**src/sv/cddr_pkg.sv**
```systemverilog
`timescale 1ns / 1ps

package cddr_pkg;

    localparam int unsigned LEN_W  = 28;
    localparam int unsigned WORD_W = 32;
    localparam int unsigned OP_W   = 4;
    localparam int unsigned CFG_IDX_W = 2;

    localparam logic [WORD_W-1:0] SAT_MAX = '1;

    // CIGAR operations that the detector acts on; all other codes are ignored.
    localparam logic [OP_W-1:0] OP_MATCH     = 4'd0;
    localparam logic [OP_W-1:0] OP_INSERTION = 4'd1;
    localparam logic [OP_W-1:0] OP_DELETION  = 4'd2;

    localparam logic [CFG_IDX_W-1:0] CFG_MIN_DEL   = 2'd0;
    localparam logic [CFG_IDX_W-1:0] CFG_MAX_DEL   = 2'd1;
    localparam logic [CFG_IDX_W-1:0] CFG_MIN_START = 2'd2;
    localparam logic [CFG_IDX_W-1:0] CFG_LIMIT     = 2'd3;

    localparam logic [WORD_W-1:0] RST_MIN_DEL   = 32'd50;
    localparam logic [WORD_W-1:0] RST_MAX_DEL   = 32'd100000;
    localparam logic [LEN_W-1:0]  RST_MIN_START = 28'd10;
    localparam logic [WORD_W-1:0] RST_LIMIT     = 32'd20;

    typedef struct packed {
        logic [WORD_W-1:0] min_deletion_length;
        logic [WORD_W-1:0] max_deletion_length;
        logic [LEN_W-1:0]  min_starting_length;
        logic [WORD_W-1:0] interference_limit;
    } t_cfg;

    typedef struct packed {
        logic [WORD_W-1:0] read_position;
        logic [OP_W-1:0]   op_code;
        logic [LEN_W-1:0]  op_length;
        logic              last_element;
    } t_elem;

    function automatic logic [WORD_W-1:0] sat33(input logic [WORD_W:0] s);
        return s[WORD_W] ? SAT_MAX : s[WORD_W-1:0];
    endfunction

    function automatic logic [WORD_W-1:0] sat34(input logic [WORD_W+1:0] s);
        return (s[WORD_W+1:WORD_W] != 2'b00) ? SAT_MAX : s[WORD_W-1:0];
    endfunction

endpackage

```
**src/sv/cddr_elem_if.sv**
```systemverilog
`timescale 1ns / 1ps

interface cddr_elem_if;
    logic                       valid;
    logic                       ready;
    logic [cddr_pkg::WORD_W-1:0] read_position;
    logic [cddr_pkg::OP_W-1:0]   op_code;
    logic [cddr_pkg::LEN_W-1:0]  op_length;
    logic                       last_element;

    modport source (
        output valid, read_position, op_code, op_length, last_element,
        input  ready
    );
    modport sink (
        input  valid, read_position, op_code, op_length, last_element,
        output ready
    );
endinterface

```
**src/sv/cddr_result_if.sv**
```systemverilog
`timescale 1ns / 1ps

interface cddr_result_if;
    logic                       valid;
    logic                       ready;
    logic                       found;
    logic [cddr_pkg::WORD_W-1:0] deletion_start;
    logic [cddr_pkg::WORD_W-1:0] deletion_length;

    modport source (
        output valid, found, deletion_start, deletion_length,
        input  ready
    );
    modport sink (
        input  valid, found, deletion_start, deletion_length,
        output ready
    );
endinterface

```
**src/sv/cigar_deletion_run_detector.sv**
```systemverilog
`timescale 1ns / 1ps
// A result is loaded into the result register when the tracker takes its alignment's last word.
// The tracker takes one CIGAR word per cycle, but for the stall below; the run state is registered.
// A last word waits in the input register while the previous result is still untaken.
// Reset (synchronous, active low) clears the run state and both handshakes and loads
// the register defaults: bounds 50 to 100000, opening length 10, interference 20.

module cigar_deletion_run_detector (
    input  logic                          i_clk,
    input  logic                          i_rst_n,
    input  logic                          i_cfg_we,
    input  logic [cddr_pkg::CFG_IDX_W-1:0] i_cfg_idx,
    input  logic [cddr_pkg::WORD_W-1:0]    i_cfg_data,
    cddr_elem_if.sink                     i_elem,
    cddr_result_if.source                 o_res
);
    import cddr_pkg::*;

    t_cfg  cfg;
    t_elem stage_elem;
    logic  stage_valid;
    logic  stage_take;

    cddr_cfg_regs u_cfg_regs (
        .i_clk      (i_clk),
        .i_rst_n    (i_rst_n),
        .i_cfg_we   (i_cfg_we),
        .i_cfg_idx  (i_cfg_idx),
        .i_cfg_data (i_cfg_data),
        .o_cfg      (cfg)
    );

    cddr_in_stage u_in_stage (
        .i_clk   (i_clk),
        .i_rst_n (i_rst_n),
        .i_elem  (i_elem),
        .i_take  (stage_take),
        .o_valid (stage_valid),
        .o_elem  (stage_elem)
    );

    cddr_run_tracker u_run_tracker (
        .i_clk   (i_clk),
        .i_rst_n (i_rst_n),
        .i_cfg   (cfg),
        .i_valid (stage_valid),
        .i_elem  (stage_elem),
        .o_take  (stage_take),
        .o_res   (o_res)
    );

endmodule

```
**src/sv/cddr_cfg_regs.sv**
```systemverilog
`timescale 1ns / 1ps

module cddr_cfg_regs (
    input  logic                          i_clk,
    input  logic                          i_rst_n,
    input  logic                          i_cfg_we,
    input  logic [cddr_pkg::CFG_IDX_W-1:0] i_cfg_idx,
    input  logic [cddr_pkg::WORD_W-1:0]    i_cfg_data,
    output cddr_pkg::t_cfg                o_cfg
);
    import cddr_pkg::*;

    t_cfg r_cfg;

    always_ff @(posedge i_clk) begin
        if (!i_rst_n) begin
            r_cfg.min_deletion_length <= RST_MIN_DEL;
            r_cfg.max_deletion_length <= RST_MAX_DEL;
            r_cfg.min_starting_length <= RST_MIN_START;
            r_cfg.interference_limit  <= RST_LIMIT;
        end else if (i_cfg_we) begin
            unique case (i_cfg_idx)
                CFG_MIN_DEL:   r_cfg.min_deletion_length <= i_cfg_data;
                CFG_MAX_DEL:   r_cfg.max_deletion_length <= i_cfg_data;
                CFG_MIN_START: r_cfg.min_starting_length <= i_cfg_data[LEN_W-1:0];
                CFG_LIMIT:     r_cfg.interference_limit  <= i_cfg_data;
                default: ;
            endcase
        end
    end

    assign o_cfg = r_cfg;

endmodule

```
**src/sv/cddr_in_stage.sv**
```systemverilog
`timescale 1ns / 1ps

module cddr_in_stage (
    input  logic           i_clk,
    input  logic           i_rst_n,
    cddr_elem_if.sink      i_elem,
    input  logic           i_take,
    output logic           o_valid,
    output cddr_pkg::t_elem o_elem
);
    import cddr_pkg::*;

    logic  r_valid;
    t_elem r_elem;
    logic  accept;

    // The register refills in the same cycle as the tracker takes its word.
    assign i_elem.ready = !r_valid || i_take;
    assign accept       = i_elem.valid && i_elem.ready;

    always_ff @(posedge i_clk) begin
        if (!i_rst_n) begin
            r_valid <= 1'b0;
        end else if (accept) begin
            r_valid <= 1'b1;
        end else if (i_take) begin
            r_valid <= 1'b0;
        end
    end

    always_ff @(posedge i_clk) begin
        if (accept) begin
            r_elem.read_position <= i_elem.read_position;
            r_elem.op_code       <= i_elem.op_code;
            r_elem.op_length     <= i_elem.op_length;
            r_elem.last_element  <= i_elem.last_element;
        end
    end

    assign o_valid = r_valid;
    assign o_elem  = r_elem;

endmodule

```
**src/sv/cddr_run_tracker.sv**
```systemverilog
`timescale 1ns / 1ps

module cddr_run_tracker (
    input  logic            i_clk,
    input  logic            i_rst_n,
    input  cddr_pkg::t_cfg  i_cfg,
    input  logic            i_valid,
    input  cddr_pkg::t_elem i_elem,
    output logic            o_take,
    cddr_result_if.source   o_res
);
    import cddr_pkg::*;

    logic              r_in_run,  n_in_run;
    logic              r_decided, n_decided;
    logic [WORD_W-1:0] r_ref_off, n_ref_off;
    logic [WORD_W-1:0] r_icount,  n_icount;
    logic [WORD_W-1:0] r_match,   n_match;
    logic [WORD_W-1:0] r_total,   n_total;
    logic [WORD_W-1:0] r_start,   n_start;

    logic              r_res_valid;
    logic              r_found;
    logic [WORD_W-1:0] r_del_start;
    logic [WORD_W-1:0] r_del_len;

    logic              adv;
    logic              done;
    logic [WORD_W-1:0] len_ext;
    logic [WORD_W-1:0] icount_add;
    logic [WORD_W-1:0] match_add;
    logic              over_limit;
    logic              total_ok;
    logic              final_ok;
    logic              res_found;

    // A last word may only move on once the result register has room.
    assign adv    = i_valid && (!i_elem.last_element || !r_res_valid || o_res.ready);
    assign o_take = adv;
    assign done   = adv && i_elem.last_element;

    assign len_ext    = {{(WORD_W-LEN_W){1'b0}}, i_elem.op_length};
    assign icount_add = sat33({1'b0, r_icount} + {1'b0, len_ext});
    assign match_add  = sat33({1'b0, r_match} + {1'b0, len_ext});
    assign over_limit = icount_add > i_cfg.interference_limit;
    assign total_ok   = (r_total >= i_cfg.min_deletion_length)
                     && (r_total <= i_cfg.max_deletion_length);

    always_comb begin
        n_in_run  = r_in_run;
        n_decided = r_decided;
        n_ref_off = r_ref_off;
        n_icount  = r_icount;
        n_match   = r_match;
        n_total   = r_total;
        n_start   = r_start;
        if (!r_decided) begin
            case (i_elem.op_code)
                OP_DELETION: begin
                    n_ref_off = r_ref_off + len_ext;
                    if (r_in_run || (i_elem.op_length >= i_cfg.min_starting_length)) begin
                        if (!r_in_run) begin
                            n_start  = i_elem.read_position + r_ref_off;
                            n_in_run = 1'b1;
                        end
                        // Absorbed match bases and this deletion join the total at once.
                        n_total  = sat34({2'b00, r_total} + {2'b00, r_match}
                                       + {2'b00, len_ext});
                        n_match  = '0;
                        n_icount = '0;
                    end
                end
                OP_MATCH: begin
                    n_ref_off = r_ref_off + len_ext;
                    if (r_in_run) begin
                        n_icount = icount_add;
                        n_match  = match_add;
                        if (over_limit) begin
                            if (total_ok) begin
                                n_decided = 1'b1;
                            end else begin
                                n_icount = '0;
                                n_match  = '0;
                                n_total  = '0;
                                n_in_run = 1'b0;
                            end
                        end
                    end
                end
                OP_INSERTION: begin
                    if (r_in_run) begin
                        n_icount = icount_add;
                        if (over_limit) begin
                            if (total_ok) begin
                                n_decided = 1'b1;
                            end else begin
                                n_icount = '0;
                                n_match  = '0;
                                n_total  = '0;
                                n_in_run = 1'b0;
                            end
                        end
                    end
                end
                default: ;
            endcase
        end
    end

    assign final_ok  = (n_total >= i_cfg.min_deletion_length)
                    && (n_total <= i_cfg.max_deletion_length);
    assign res_found = n_decided || final_ok;

    always_ff @(posedge i_clk) begin
        if (!i_rst_n || done) begin
            r_in_run  <= 1'b0;
            r_decided <= 1'b0;
            r_ref_off <= '0;
            r_icount  <= '0;
            r_match   <= '0;
            r_total   <= '0;
            r_start   <= '0;
        end else if (adv) begin
            r_in_run  <= n_in_run;
            r_decided <= n_decided;
            r_ref_off <= n_ref_off;
            r_icount  <= n_icount;
            r_match   <= n_match;
            r_total   <= n_total;
            r_start   <= n_start;
        end
    end

    always_ff @(posedge i_clk) begin
        if (!i_rst_n) begin
            r_res_valid <= 1'b0;
        end else if (done) begin
            r_res_valid <= 1'b1;
        end else if (o_res.ready) begin
            r_res_valid <= 1'b0;
        end
    end

    always_ff @(posedge i_clk) begin
        if (done) begin
            r_found     <= res_found;
            r_del_start <= res_found ? n_start : '0;
            r_del_len   <= res_found ? n_total : '0;
        end
    end

    assign o_res.valid           = r_res_valid;
    assign o_res.found           = r_found;
    assign o_res.deletion_start  = r_del_start;
    assign o_res.deletion_length = r_del_len;

    a_done_loads_result: assert property (@(posedge i_clk) disable iff (!i_rst_n)
        done |=> r_res_valid)
        else $error("result register not loaded after the last word");

    a_done_clears_state: assert property (@(posedge i_clk) disable iff (!i_rst_n)
        done |=> (!r_in_run && !r_decided && r_ref_off == '0 && r_total == '0))
        else $error("alignment state not cleared after the last word");

    a_decided_in_run: assert property (@(posedge i_clk) disable iff (!i_rst_n)
        r_decided |-> r_in_run)
        else $error("early acceptance without an open run");

    a_idle_no_interference: assert property (@(posedge i_clk) disable iff (!i_rst_n)
        !r_in_run |-> (r_icount == '0 && r_match == '0))
        else $error("interference held outside a run");

    a_no_result_overwrite: assert property (@(posedge i_clk) disable iff (!i_rst_n)
        (r_res_valid && !o_res.ready) |-> !done)
        else $error("pending result overwritten");

endmodule

```
**src/flat_wrapper.sv**
```systemverilog
// flat-port wrapper written by rule: the top's interface ports become plain ports
module cigar_deletion_run_detector_flat import cddr_pkg::*;
  (i_clk, i_rst_n, i_cfg_we, i_cfg_idx, i_cfg_data, i_elem_valid, i_elem_read_position, i_elem_op_code, i_elem_op_length, i_elem_last_element, i_elem_ready, o_res_valid, o_res_found, o_res_deletion_start, o_res_deletion_length, o_res_ready);
  cddr_elem_if i_elem_i ();
  cddr_result_if o_res_i ();
  input  logic i_clk;
  input  logic i_rst_n;
  input  logic i_cfg_we;
  input  logic [cddr_pkg::CFG_IDX_W-1:0] i_cfg_idx;
  input  logic [cddr_pkg::WORD_W-1:0] i_cfg_data;
  input wire logic [$bits(i_elem_i.valid)-1:0] i_elem_valid;
  input wire logic [$bits(i_elem_i.read_position)-1:0] i_elem_read_position;
  input wire logic [$bits(i_elem_i.op_code)-1:0] i_elem_op_code;
  input wire logic [$bits(i_elem_i.op_length)-1:0] i_elem_op_length;
  input wire logic [$bits(i_elem_i.last_element)-1:0] i_elem_last_element;
  output wire logic [$bits(i_elem_i.ready)-1:0] i_elem_ready;
  output wire logic [$bits(o_res_i.valid)-1:0] o_res_valid;
  output wire logic [$bits(o_res_i.found)-1:0] o_res_found;
  output wire logic [$bits(o_res_i.deletion_start)-1:0] o_res_deletion_start;
  output wire logic [$bits(o_res_i.deletion_length)-1:0] o_res_deletion_length;
  input wire logic [$bits(o_res_i.ready)-1:0] o_res_ready;
  assign i_elem_i.valid = i_elem_valid;
  assign i_elem_i.read_position = i_elem_read_position;
  assign i_elem_i.op_code = i_elem_op_code;
  assign i_elem_i.op_length = i_elem_op_length;
  assign i_elem_i.last_element = i_elem_last_element;
  assign i_elem_ready = i_elem_i.ready;
  assign o_res_valid = o_res_i.valid;
  assign o_res_found = o_res_i.found;
  assign o_res_deletion_start = o_res_i.deletion_start;
  assign o_res_deletion_length = o_res_i.deletion_length;
  assign o_res_i.ready = o_res_ready;
  cigar_deletion_run_detector u_core (.i_clk(i_clk), .i_rst_n(i_rst_n), .i_cfg_we(i_cfg_we), .i_cfg_idx(i_cfg_idx), .i_cfg_data(i_cfg_data), .i_elem(i_elem_i), .o_res(o_res_i));
endmodule
```
**config.mk**
```make
export PLATFORM = sky130hd
export DESIGN_NAME = cigar_deletion_run_detector_flat
export DESIGN_NICKNAME = d
export VERILOG_FILES = /design/src/sv/cddr_pkg.sv /design/src/sv/cddr_elem_if.sv /design/src/sv/cddr_result_if.sv /design/src/sv/cigar_deletion_run_detector.sv /design/src/sv/cddr_cfg_regs.sv /design/src/sv/cddr_in_stage.sv /design/src/sv/cddr_run_tracker.sv /design/src/flat_wrapper.sv
export SDC_FILE = /design/constraint.sdc
export NUM_CORES = 1
export LEC_CHECK = 0
export ABC_AREA = 1
export BUFFER_PORTS_ARGS = -buffer_cell sky130_fd_sc_hd__buf_2
export CORE_ASPECT_RATIO = 1.2
export CORE_MARGIN = 2
export CORE_UTILIZATION = 55
export DETAILED_ROUTE_END_ITERATION = 10
export GPL_ROUTABILITY_DRIVEN = 0
export PLACE_DENSITY = 0.72
export SYNTH_ARGS = -nofsm -noshare
export SYNTH_HDL_FRONTEND = slang
export SYNTH_HIERARCHICAL = 1
export SYNTH_SLANG_ARGS = --single-unit
```
**constraint.sdc**
```tcl
create_clock -name i_clk -period 15.4 [get_ports i_clk]
set_input_delay 1.54 -clock i_clk [delete_from_list [all_inputs] [get_ports i_clk]]
set_output_delay 1.54 -clock i_clk [all_outputs]
set_load 0.005 [all_outputs]
```
==> out/metrics.yaml <==
run_status:
  status: "complete, no violations"
synth:
  synth_enable_flop_cells: 130
  yosysMostFrequentCell: "nand2_1"
  ys_seq_area_share_pct: 30.18
  synth_common_cells: "nand2_1, inv_1, nor2_1, a21oi_1, nand3_1"
  synth_top_area_cell: "dfxtp_1"
  mappedNetlistArea_mm2: 0.03204
  synth_top_area_share_pct: 18.00
  synthDistinctLibCells: 52
  synth_flop_cell: "dfxtp_1"
  yosys-top-cells-area: "dfxtp_1, nand2_1, ha_1"
  synth-async-reset-ratio_pct: 0
  yosys_warnings: 6
  synth_nets: 5214
  ys_ff_latch: 418
  syn_inst: 4739
  postSynthAreaPerCell_um2: 6.761
floorplan:
  dieHeight_um: 268.4
  die_x_um: 224.3
  ios: 171
  die-area_mm2: 0.06021
  core_mm2: 0.05742
  fp-row-count: 96
  initial_core_util_pct: 55.80
clocking:
  cts.sinks: 418
  hold_buffers: 0
  cts_inserted_buffers: 47
  worstSkewPairLatency_ns: 0.62
  clock-root-buffer: "clkbuf_16"
  cts_buffer_depth: 3
  postCtsResizedCells: 0
  cts_tree: "built"
  path_clk_slew_ns: 0.06
  htree_num_levels: 2
  postCtsSetupBuffers: 0
sta:
  drv_slew: 0
  finalCritPeriodShare_pct: 48.68
  worst_slew_pin_slew_ns: 1.267
  tns_ns: 0
  setup_viol: 0
  hold_viol: 0
  post-route-min-period_ns: 7.497
  slew_headroom_pct: 15.30
  finalClockSkew_ns: 0.03156
  rsz0062_at_grt: "no"
  fmax_ghz: 0.1334
min_path:
  holdPathStages: 2
  holdPathEnd: "u_core/u_cfg_regs/o_cfg[35]"
  hp-start: "u_core/u_cfg_regs/o_cfg[35]"
  min_path_type: "register to register"
worst_setup_path:
  path_class: "register to register"
  regToRegEndpoint: "u_core/u_run_tracker/o_res.deletion_start[14]"
  r2r_start: "u_core/u_in_stage/o_elem[13]"
  max_stage_delay_ns: 0.66
  worst_path_max_delay_cell: "edfxtp_1"
  arrival_ns: 7.83
  crit_required_ns: 15.73
  cp-startpoint: "u_core/u_in_stage/o_elem[13]"
  crit_path_start_kind: "register"
  cp-end-kind: "register"
  reg2reg_slack_ns: 7.90
  reg2regPathDepth: 38
  crit_top_cell: "nand2_1"
  crit_fanout: 46
drt:
  dr.pass1.iters: 9
  detail-route-antenna-nets: 0
  vias: 31509
  drt_iter0_drc: 2871
  wl_per_cell_um: 18.70
  viasPerCell: 5.618
  route.detailed.drc: 0
  drt_wl_total_um: 104900
grt:
  use_met1_pct: 40.71
  use_met3_pct: 5.347
  grt-ovfl-total: 0
  grt_max_degree: 99
  antenna_found_initial: 2
  grt_pass1_wl_um: 159200
  first_global_vias: 28725
  grt_usage_pct: 34.12
  grtUsageMet2_pct: 56.78
  busiest_layer: "met2"
power:
  p_per_area_mw_per_mm2: 86.66
  static-leakage-power_nw: 17.43
  vdd_drop_max_mv: 0.09373
  finalPower_w: 0.003031
layout:
  antenna_cells: 0
  finalNonFillerCells: 5609
  post-route-util_pct: 60.91
  area_delta_synth_final_pct: 9.150
  fin_nets: 5311
  drive_gt1_share_pct: 6.709
placed_design:
  io_buffers: 170
  dp.cells: 5522
  dp_hpwl_um: 80900
run:
  cap_violations: 0
==> placed cells by master (no fill, tap or decap), types with 16 or more instances in the layout <==
cell       netlist  routed
nand2_1       1131    1130
inv_1          733     732
nor2_1         573     570
a21oi_1        450     449
nand3_1        347     345
ha_1           338     338
dfxtp_1        288     288
o21ai_0        197     197
buf_2           57     169
edfxtp_1       130     130
nand4_1         59      59
xor2_1          55      55
clkbuf_16        0      51
nor3_1          35      34
fa_1            33      33
a21o_1          22      22
o21a_1          22      22
or2_2           22      22
buf_4           11      20
o211ai_1        18      18
o21bai_1        17      17
a31oi_1         16      16
==> cell type report <==
type,instances,area [um2]
clock buffer,69,1404
clock inverter,18,197.7
fill,5582,22440
inverter,741,2781
timing repair buffer,189,996.0
tap,735,919.6
multi-input combinational,3439,19000
sequential,418,9669
==> sequential cells by signal, summed over array words and instances (netlist names) <==
name / cells
u_core/u_run_tracker/r_match: 32
u_core/u_run_tracker/o_res.found: 1
u_core/u_run_tracker/o_res.deletion_length: 32
u_core/u_in_stage/o_valid: 1
u_core/u_in_stage/o_elem: 65
u_core/u_run_tracker/r_decided: 1
u_core/u_run_tracker/r_icount: 32
u_core/u_run_tracker/r_ref_off: 32
u_core/u_run_tracker/r_in_run: 1
u_core/u_cfg_regs/o_cfg: 124
u_core/u_run_tracker/o_res.valid: 1
u_core/u_run_tracker/r_start: 32
u_core/u_run_tracker/o_res.deletion_start: 32
u_core/u_run_tracker/r_total: 32
==> metal layers <==
| metal | wire, um | share of wire, % |
|---|---|---|
| met1 | 40940 | 39 |
| met2 | 47530 | 45 |
| met3 | 7965 | 7.6 |
| met4 | 8423 | 8.0 |
| met5 | 18 | 0.017 |
==> cells by family after synthesis <==
kind of cell	count (synthesis)	share of synthesized area (%)
muxes	1	0.03124
xor gates and xnor gates	70	1.914
AOI/OAI and AO/OA	780	13.20
DFF	418	30.18
and+or+nand+nor	2217	28.73
adders and majority gates	371	15.26
buffers and inverters	882	10.68
==> worst max-delay path, delay by kind of cell (launching register included) <==
kind	cells	cell delay [ns]
buf+inv	8	1.24
fa+ha+maj	3	0.89
compound gates	1	0.27
flops	1	0.66
simple gates	26	4.11
==> worst max path at each step <==
stage                                                               end  slack [ns]  cells past startpoint
after floorplan                             u_core/u_in_stage/o_elem[0]        9.48                      7
final                     u_core/u_run_tracker/o_res.deletion_start[14]        7.90                     38
after global placement    u_core/u_run_tracker/o_res.deletion_length[0]        8.18                     37
after CTS                 u_core/u_run_tracker/o_res.deletion_start[14]        8.06                     37
after detailed placement  u_core/u_run_tracker/o_res.deletion_start[14]        8.10                     37
after global routing      u_core/u_run_tracker/o_res.deletion_start[13]        7.19                     39
==> power by group <==
group	switching [W]	leakage [nW]	internal (W)
sequential	0.0000564	3.60	0.00119
combinational	0.000422	13.1	0.000198
clock	0.000478	0.775	0.000685
==> metrics by stage <==
step / area (um2) / setup WS (ns) / hold slack, ns
after CTS: 34970 / 8.064 / 0.4604
after global placement: 33370 / 8.177 / 0.4412
after detailed placement: 33370 / 8.099 / 0.4441
after floorplan: 32040 / 9.480 / 0.4289
final: 34970 / 7.903 / 0.4583
after global routing: 34970 / 7.190 / 0.4851
Power figures use the tool's default switching activity.
